[config.mk]
export PLATFORM = sky130hd
export DESIGN_NAME = lesf_ram
export DESIGN_NICKNAME = d
export VERILOG_FILES = /design/src/design/lesf_ram.sv
export SDC_FILE = /design/constraint.sdc
export NUM_CORES = 1
export LEC_CHECK = 0
export ABC_AREA = 1
export BUFFER_PORTS_ARGS = -buffer_cell sky130_fd_sc_hd__buf_4
export CORE_UTILIZATION = 46
export DETAILED_ROUTE_END_ITERATION = 8
export PLACE_DENSITY = 0.73
export SLEW_MARGIN = 30
export SYNTH_ARGS = -nofsm -noshare
export SYNTH_HDL_FRONTEND = slang
export SYNTH_SLANG_ARGS = --single-unit
[constraint.sdc]
create_clock -name clk_i -period 1.1 [get_ports clk_i]
set_input_delay 0.165 -clock clk_i [delete_from_list [all_inputs] [get_ports clk_i]]
set_output_delay 0.165 -clock clk_i [all_outputs]
set_load 0.03 [all_outputs]
[src/design/lesf_ram.sv]
// Generic single-write, single-read RAM with registered read data.
// No dependencies.
module lesf_ram #(
  parameter int WIDTH = 8,
  parameter int DEPTH = 16
) (
  input  logic                     clk_i,
  input  logic                     we_i,
  input  logic [$clog2(DEPTH)-1:0] waddr_i,
  input  logic [WIDTH-1:0]         wdata_i,
  input  logic                     re_i,
  input  logic [$clog2(DEPTH)-1:0] raddr_i,
  output logic [WIDTH-1:0]         rdata_o
);

  logic [WIDTH-1:0] mem [DEPTH];
  logic [WIDTH-1:0] rdata_q;

  always_ff @(posedge clk_i) begin
    if (we_i) begin
      mem[waddr_i] <= wdata_i;
    end
    if (re_i) begin
      rdata_q <= mem[raddr_i];
    end
  end

  assign rdata_o = rdata_q;

endmodule

==> results.yml, run 1 <==
pwr:
  power.density_mw_per_mm2: 1711
  vdd_ir_drop_max_v: 0.0008533
  static-leakage-power_nw: 3.107
setup_path:
  critPathSlowestCell: "edfxtp_1"
  criticalPathCategory: "reg -> out"
  worstPathMaxFanout: 1
  timing.critical_path.cells: "buf_6"
  crit_path_start_kind: "flip-flop"
  critical_path.top_delay_family: "flip-flops"
  required_ns: 0.94
  critical_path_buf_inv_count: 1
  cp.arrival_ns: 1.00
  setup.worst_path.end_class: "output port"
  crit_path_max_cell_delay_ns: 0.42
synthesis:
  most_instantiated_flip_flop_cell_in_the_synthesis_netlist: "edfxtp_1"
  largest_family_of_logic_cells_by_synthesized_area: "simple AND/OR/NAND/NOR gates"
  yosys-top-cells-count: "nand2_1, edfxtp_1, inv_1"
  post_synth_and_or_nand_nor_area_fraction_pct: 20.76
  synth-adder-area-share_pct: 0
  synth_top_cells_by_area: "edfxtp_1, nand2_1, nand3_1"
  synth_cell_types: 11
  yosys_warnings: 0
  synthMostInstantiatedCell: "nand2_1"
  synth.ff_latch_count: 136
  synth_cells: 551
  postSynth.asyncResetShare_pct: 0
  synth_mux_area_share_pct: 0
  synth.cell_area_mm2: 0.005847
  yosys.area.top_type: "edfxtp_1"
  synth-seq-area-share_pct: 69.85
  synth_enable_flop_cells: 136
  post_synthesis_net_count: 570
  yosys.area.top_type_share_pct: 69.85
  synth_compound_area_share_pct: 0
  synthXorXnorAreaFrac_pct: 0
  syn_avg_cell_area_um2: 10.61
layout:
  syn_to_final_growth_pct: 23.71
  fin_util_pct: 59.23
  fin_nets: 620
  layout.cell_area.non_filler_mm2: 0.007233
  antenna_cells: 0
  ratio_of_cells_with_drive_above_1_in_the_final_layout_pct: 22.19
route:
  routed_wire_length_per_instance_um: 17.22
  drt-initial-drc-count: 376
  dr.pass1.iters: 6
  detail_route.wirelength_mm: 13.45
  dr_total_vias: 3974
  ant_nets: 0
  post-route-drc-count: 0
  post_drt_via_cell_ratio: 5.088
sta:
  setup_viol_count_final: 9
  drv_slew: 0
  rsz0062_at_grt: "yes"
  finalHoldViolCount: 0
  maximum_achievable_frequency_mhz: 859.6
  final_min_period_over_clock_period_pct: 105.8
  finalWorstPathRequiredPeriod_ns: 1.163
  worst_clock_skew_ns: 0.006423
  timing.max_slew.rel_slack_pct: 77.14
  worstMarginPinSlew_ns: 0.3425
  setup_ws_ns: -0.06338
clock_tree:
  tritoncts: "done"
  cts.path.max_buffers: 2
  htreeDepth: 4
  clock-root-buffer: "clkbuf_16"
  post_cts_hold_buffer_count: 0
  path_clk_slew_ns: 0.06
  clock_sink_count: 136
  worstSkewPairLatency_ns: 0.42
  cts_inserted_buffers: 17
  setup_fix_bufs_post_cts: 0
placed_design:
  globalplace.congestion: 0.8927
  placement.cell_area_mm2: 0.006379
  number_of_buffers_added_on_ports: 26
  dp.final_hpwl_mm: 8.174
status:
  violations_in_the_final_reports: "negative setup slack"
  status: "complete, but fails checks"
grt:
  grt_antenna_before_repair: 0
  global_route.usage.total_pct: 22.05
  grt_pass1_wl_mm: 20.56
  grt_pass1_vias: 3877
  grt_start_max_net_pins: 33
  globalRoute.totalOverflow: 0
die:
  initial_utilization_pct: 47.88
  die-area_mm2: 0.01317
  pin_count: 27
  dieHeight_um: 114.7
  chipWidth_um: 114.7
  core_region_area_mm2: 0.01221
  row_count: 40
hold_path:
  hold_class: "in -> reg"
job:
  timing.max_cap.violations: 0
## what timing repair did
action | in CTS | in global routing
gates resized for setup | 16 | 43
endpoints found under the setup margin | 14 | 16
pin swaps | 10 | 33
## area by class of cell
type                            count  area [µm²]
Clock buffer                       17       425.4
Clock inverter                     14       158.9
Fill cell                         975        4979
Inverter                          102       382.9
Multi-Input combinational cell    289        1454
Sequential cell                   136        4084
Tap cell                          168       210.2
Timing Repair Buffer               55       518.0
## cell families after synthesis
family | Yosys count
AND/OR/NAND/NOR | 289
flip-flops | 136
buffers and inverters | 126
## registers in the layout, indices dropped and copies added, names as in the netlist
signal   count
mem        128
rdata_o      8
## power by group
| part | switching (mW) | internal [mW] |
|---|---|---|
| Clock | 2.05 | 3.51 |
| Combinational | 0.608 | 0.323 |
| Sequential | 0.0392 | 5.84 |
| Total | 2.70 | 9.68 |
## per-layer routing
layer	share of wire [%]	wire, µm	global-route usage (%)	vias to the layer above
met5	0	0	0	-
met4	1.8	243	8.139	0
met3	9.4	1270	6.906	25
met2	48	6488	34.51	203
met1	41	5447	29.13	1864
li1	-	-	-	1882
## metrics by stage
step           setup slack [ns]  std cells  TNS (ns)  hold slack (ns)  power, mW
2_1_floorplan          -0.01584        551    -1.014           0.2639      6.433
3_3_place_gp            -0.2090        750    -3.487           0.4710      6.780
3_5_place_dp            -0.2323        750    -6.049           0.4694      6.802
4_1_cts                -0.07815        781   -0.4691          0.02874      12.37
5_1_grt                 -0.1012        781   -0.8233          0.03619      12.76
6_report               -0.06338        781   -0.3549          0.04971      12.38
## worst paths after layout
kind	startpoint	to	slack [ns]	cells past startpoint
hold / removal	re_i	rdata_o[4]	0.05	1
setup / recovery	rdata_o[1]	rdata_o[1]	-0.06	1
hold reg to reg	mem[6][7]	rdata_o[7]	0.77	6
setup reg to reg	mem[10][3]	rdata_o[3]	-0.03	6
## layout by cell type (no fill, tap or decap), drive strengths merged
master,count
nand2,173
clkinvlp,4
clkinv,7
bufinv,3
nor2,17
nand3b,2
nand3,97
clkbuf,17
edfxtp,136
inv,102
buf,55
Power figures use the tool's default switching activity.
==> inputs of run 2 (changes only) <==
--- a/config.mk
+++ b/config.mk
@@ -7,9 +7,10 @@
 export LEC_CHECK = 0
 export ABC_AREA = 1
 export BUFFER_PORTS_ARGS = -buffer_cell sky130_fd_sc_hd__buf_4
-export CORE_UTILIZATION = 46
+export CORE_UTILIZATION = 40
+export CTS_CLUSTER_SIZE = 25
 export DETAILED_ROUTE_END_ITERATION = 8
-export PLACE_DENSITY = 0.73
+export PLACE_DENSITY = 0.66
 export SLEW_MARGIN = 30
 export SYNTH_ARGS = -nofsm -noshare
 export SYNTH_HDL_FRONTEND = slang
==> run 2 against run 1 <==
- routed wire length is 1.2% higher
- critical path depth unchanged
- total power rose by 0.29%
- largest power group unchanged
- sequential share of layout area down 0.60 points
- critical path type unchanged
- flip-flop and latch count unchanged
- die area is 15% higher
- clock skew rose by 0.0063 ns
- the run still ends with negative setup slack left
- core utilization is 7.4 points lower
- hold slack got worse by 0.0034 ns
- maximum frequency fell by 3.8%
==> results.yml, run 2 (synthesis gave the netlist of run 1 again) <==
status:
  status: "complete, but fails checks"
  violations_in_the_final_reports: "negative setup slack"
sta:
  finalWorstPathRequiredPeriod_ns: 1.209
  rsz0062_at_grt: "yes"
  maximum_achievable_frequency_mhz: 827.3
  final_min_period_over_clock_period_pct: 109.9
  worstMarginPinSlew_ns: 0.4921
  setup_ws_ns: -0.1087
  finalHoldViolCount: 0
  timing.max_slew.rel_slack_pct: 67.16
  drv_slew: 0
  worst_clock_skew_ns: 0.01273
  setup_viol_count_final: 7
setup_path:
  crit_path_max_cell_delay_ns: 0.46
  critical_path_buf_inv_count: 1
  cp.arrival_ns: 1.04
  criticalPathCategory: "reg -> out"
  setup.worst_path.end_class: "output port"
  critPathSlowestCell: "edfxtp_1"
  timing.critical_path.cells: "buf_6"
  required_ns: 0.94
  crit_path_start_kind: "flip-flop"
  critical_path.top_delay_family: "flip-flops"
  worstPathMaxFanout: 1
grt:
  grt_pass1_vias: 3729
  grt_antenna_before_repair: 0
  global_route.usage.total_pct: 19.07
  globalRoute.totalOverflow: 0
  grt_pass1_wl_mm: 20.62
  grt_start_max_net_pins: 35
placed_design:
  dp.final_hpwl_mm: 8.180
  number_of_buffers_added_on_ports: 26
  globalplace.congestion: 0.7870
  dp.cells: 761
  placement.cell_area_mm2: 0.006411
clock_tree:
  cts.path.max_buffers: 2
  clock-root-buffer: "clkbuf_16"
  htreeDepth: 4
  worstSkewPairLatency_ns: 0.42
  tritoncts: "done"
  clock_sink_count: 136
  cts_inserted_buffers: 17
  path_clk_slew_ns: 0.06
die:
  dieHeight_um: 122.9
  core_region_area_mm2: 0.01410
  chipWidth_um: 122.9
  die-area_mm2: 0.01510
  pin_count: 27
  initial_utilization_pct: 41.48
  row_count: 43
route:
  routed_wire_length_per_instance_um: 17.16
  detail_route.wirelength_mm: 13.61
  drt-initial-drc-count: 445
  post-route-drc-count: 0
  dr.pass1.iters: 5
  post_drt_via_cell_ratio: 4.956
  ant_nets: 0
  dr_total_vias: 3930
layout:
  mostFrequentLayoutCells: "nand2_1, edfxtp_1, inv_1"
  fin_util_pct: 51.86
  fin_nets: 619
  layout.cells.most_common: "nand2_1"
  largest-register: "mem"
  antenna_cells: 0
  final.fill_count: 1201
  layout.cell_area.non_filler_mm2: 0.007311
  syn_to_final_growth_pct: 25.04
  largest_reg_flops: 128
  finalNonFillerCells: 793
  ratio_of_cells_with_drive_above_1_in_the_final_layout_pct: 23.49
pwr:
  vdd_ir_drop_max_v: 0.001335
  static-leakage-power_nw: 3.126
  power.density_mw_per_mm2: 1698
job:
  timing.max_cap.violations: 0
hold_path:
  hold_class: "in -> reg"
[run 2: cell count changes in the layout (fill, tap and decap cells not counted), sizes merged]
| cell | change |
|---|---|
| buf | -1 |
| clkbuf | +1 |
[run 2: layout make-up]
| type | instances | area, µm² | area share, % |
|---|---|---|---|
| multi-input cells | 289 | 1496 | 20.47 |
| clock buffers | 18 | 429.2 | 5.870 |
| repair buffers | 54 | 535.5 | 7.325 |
| inverters | 102 | 382.9 | 5.237 |
| clock inverters | 14 | 157.7 | 2.156 |
| well taps | 180 | 225.2 | 3.081 |
| flip-flops and latches | 136 | 4084 | 55.86 |
[run 2: power breakdown]
group	internal [mW]	switching, mW
Clock	3.53	2.06
Combinational	0.335	0.608
Sequential	5.84	0.0408
[run 2: path summary, 6_finish.rpt]
kind                   start          to  slack, ns  cells past startpoint
setup / recovery  rdata_o[0]  rdata_o[0]      -0.11                      1
hold / removal          re_i  rdata_o[2]       0.05                      1
setup reg to reg   mem[5][5]  rdata_o[5]       0.02                      6
hold reg to reg    mem[1][6]  rdata_o[6]       0.76                      6
[run 2: per-layer routing]
| metal | GRT usage [%] | routed length [µm] |
|---|---|---|
| met1 | 25.85 | 5887 |
| met2 | 30.06 | 6613 |
| met3 | 3.506 | 794 |
| met4 | 8.308 | 313 |
| met5 | 0 | 0 |
[run 2: through the flow]
step                      hold slack [ns]  power, mW  setup slack (ns)  setup TNS (ns)
after floorplan                    0.2639      6.433          -0.01584          -1.014
after global placement             0.4785      6.789           -0.1941          -2.999
after detailed placement           0.4745      6.806           -0.2083          -4.092
after CTS                         0.04369      12.36           -0.1166         -0.4405
after global routing              0.04934      12.77           -0.1305         -0.6615
final                             0.04632      12.41           -0.1087         -0.3297
[run 2: timing repair]
| item | CTS | global route |
|---|---|---|
| gates resized for setup | 9 | 60 |
| buffers inserted | 0 | 0 |
| hold buffers | 0 | 0 |
| pin swaps | 2 | 31 |
| endpoints found under the setup margin | 10 | 16 |
==> inputs of run 3 (changes only) <==
--- a/config.mk
+++ b/config.mk
@@ -7,6 +7,7 @@
 export LEC_CHECK = 0
 export ABC_AREA = 1
 export BUFFER_PORTS_ARGS = -buffer_cell sky130_fd_sc_hd__buf_4
+export CORE_ASPECT_RATIO = 1.2
 export CORE_UTILIZATION = 40
 export CTS_CLUSTER_SIZE = 25
 export DETAILED_ROUTE_END_ITERATION = 8
==> run 3 against run 2 <==
- the flow still finishes with violations (negative setup slack)
- maximum frequency increased by 3.7%
- count of clock-buffer cells in the layout decreased by 1
- clock power increased by 3%
- flip-flop and latch count unchanged
- critical path type unchanged
- critical endpoint unchanged
- largest cell class unchanged
==> results.yml, run 3 (synthesis gave the netlist of run 1 again) <==
sta:
  maximum_achievable_frequency_mhz: 857.9
  drv_slew: 0
  hold_ws_ns: 0.04591
  finalWorstPathRequiredPeriod_ns: 1.166
  worstMarginPinSlew_ns: 0.3644
  sum_neg_setup_slack_ns: -0.3170
  finalHoldViolCount: 0
  setup_ws_ns: -0.06557
  setup_viol_count_final: 8
  rsz0062_at_grt: "yes"
  final_min_period_over_clock_period_pct: 106.0
  timing.max_slew.rel_slack_pct: 75.68
  worst_clock_skew_ns: 0.008320
clock_tree:
  htreeDepth: 4
  path_clk_slew_ns: 0.06
  tritoncts: "done"
  clock-root-buffer: "clkbuf_16"
  cts_inserted_buffers: 17
  cts.path.max_buffers: 2
  clock_sink_count: 136
  worstSkewPairLatency_ns: 0.42
setup_path:
  critical_path.top_delay_family: "flip-flops"
  worstPathMaxFanout: 1
  timing.reg2reg.setup_slack_ns: 0.01
  end_of_the_worst_register_to_register_path: "rdata_o[0]"
  timing.critical_path.cells: "buf_6"
  required_ns: 0.94
  critical_path.endpoint: "rdata_o[0]"
  criticalPathCategory: "reg -> out"
  cp.arrival_ns: 1.00
  setup.worst_path.end_class: "output port"
  r2r-start: "mem[7][0]"
  worst_setup_path_startpoint: "rdata_o[0]"
  critPathSlowestCell: "edfxtp_1"
  crit_path_max_cell_delay_ns: 0.42
  r2r_cells: 6
  worst-path-stages: 1
  critical_path_buf_inv_count: 1
  crit_path_start_kind: "flip-flop"
placed_design:
  placement.cell_area_mm2: 0.006395
  pre_cts_ws_ns: -0.2366
  dp.cells: 758
  dp.final_hpwl_mm: 8.559
  globalplace.congestion: 0.8436
  number_of_buffers_added_on_ports: 26
layout:
  layout.cell_area.non_filler_mm2: 0.007244
  largest-register: "mem"
  antenna_cells: 0
  fin_nets: 621
  finalNonFillerCells: 790
  layout.cells.most_common: "nand2_1"
  fin_util_pct: 50.47
  ratio_of_cells_with_drive_above_1_in_the_final_layout_pct: 21.79
  syn_to_final_growth_pct: 23.90
  final.fill_count: 1213
  largest_reg_flops: 128
  mostFrequentLayoutCells: "nand2_1, edfxtp_1, inv_1"
pwr:
  p_total_mw: 12.54
  power.density_mw_per_mm2: 1731
  vdd_ir_drop_max_v: 0.001123
  static-leakage-power_nw: 3.107
route:
  detail_route.wirelength_mm: 13.27
  ant_nets: 0
  dr_total_vias: 3934
  routed_wire_length_per_instance_um: 16.80
  post_drt_via_cell_ratio: 4.980
  drt-initial-drc-count: 378
  dr.pass1.iters: 5
  post-route-drc-count: 0
grt:
  grt_start_max_net_pins: 39
  global_route.usage.total_pct: 18.85
  grt_pass1_wl_mm: 20.82
  globalRoute.totalOverflow: 0
  grt_pass1_vias: 3834
  grt_antenna_before_repair: 0
die:
  core_region_area_mm2: 0.01435
  initial_utilization_pct: 40.73
  dieHeight_um: 134.4
  die-area_mm2: 0.01511
  pin_count: 27
  row_count: 48
  chipWidth_um: 112.4
status:
  status: "complete, but fails checks"
  violations_in_the_final_reports: "negative setup slack"
hold_path:
  hold_class: "in -> reg"
  beginning_of_the_worst_hold_path: "re_i"
job:
  timing.max_cap.violations: 0
-- run 3: worst min-delay path by stage --
stage	end	cells past startpoint
final	rdata_o[1]	1
after global routing	rdata_o[5]	1
after CTS	rdata_o[7]	1
after detailed placement	rdata_o[1]	1
after global placement	rdata_o[1]	1
after floorplan	mem[0][0]	0
-- run 3: power by group --
part / internal (mW) / leakage, nW / switching, mW
clock network: 3.56 / 0.280 / 2.18
logic: 0.322 / 1.59 / 0.594
registers: 5.84 / 1.24 / 0.0381
total: 9.72 / 3.11 / 2.81
-- run 3: area by class of cell --
class | instances | area (µm²) | area share, %
sequential | 136 | 4084 | 56.37
clock inverter | 15 | 176.4 | 2.435
timing repair buffer | 56 | 525.5 | 7.254
clock buffer | 17 | 425.4 | 5.872
tap | 175 | 219.0 | 3.022
multi-input combinational | 289 | 1431 | 19.76
inverter | 102 | 382.9 | 5.285
-- run 3: repair_timing --
action                                  CTS  global route
pin swaps                                 0            19
endpoints found under the setup margin   14            16
hold buffers                              0             0
gates resized for setup                  17            37
cloned                                    0             0
setup buffers                             0             0
-- run 3: metal layers --
metal	GRT usage [%]	vias to the layer above	routed length [µm]
met5	0	-	0
li1	-	1883	-
met1	22.84	1879	5402
met3	3.434	31	649
met4	9.778	0	441
met2	32.23	141	6779
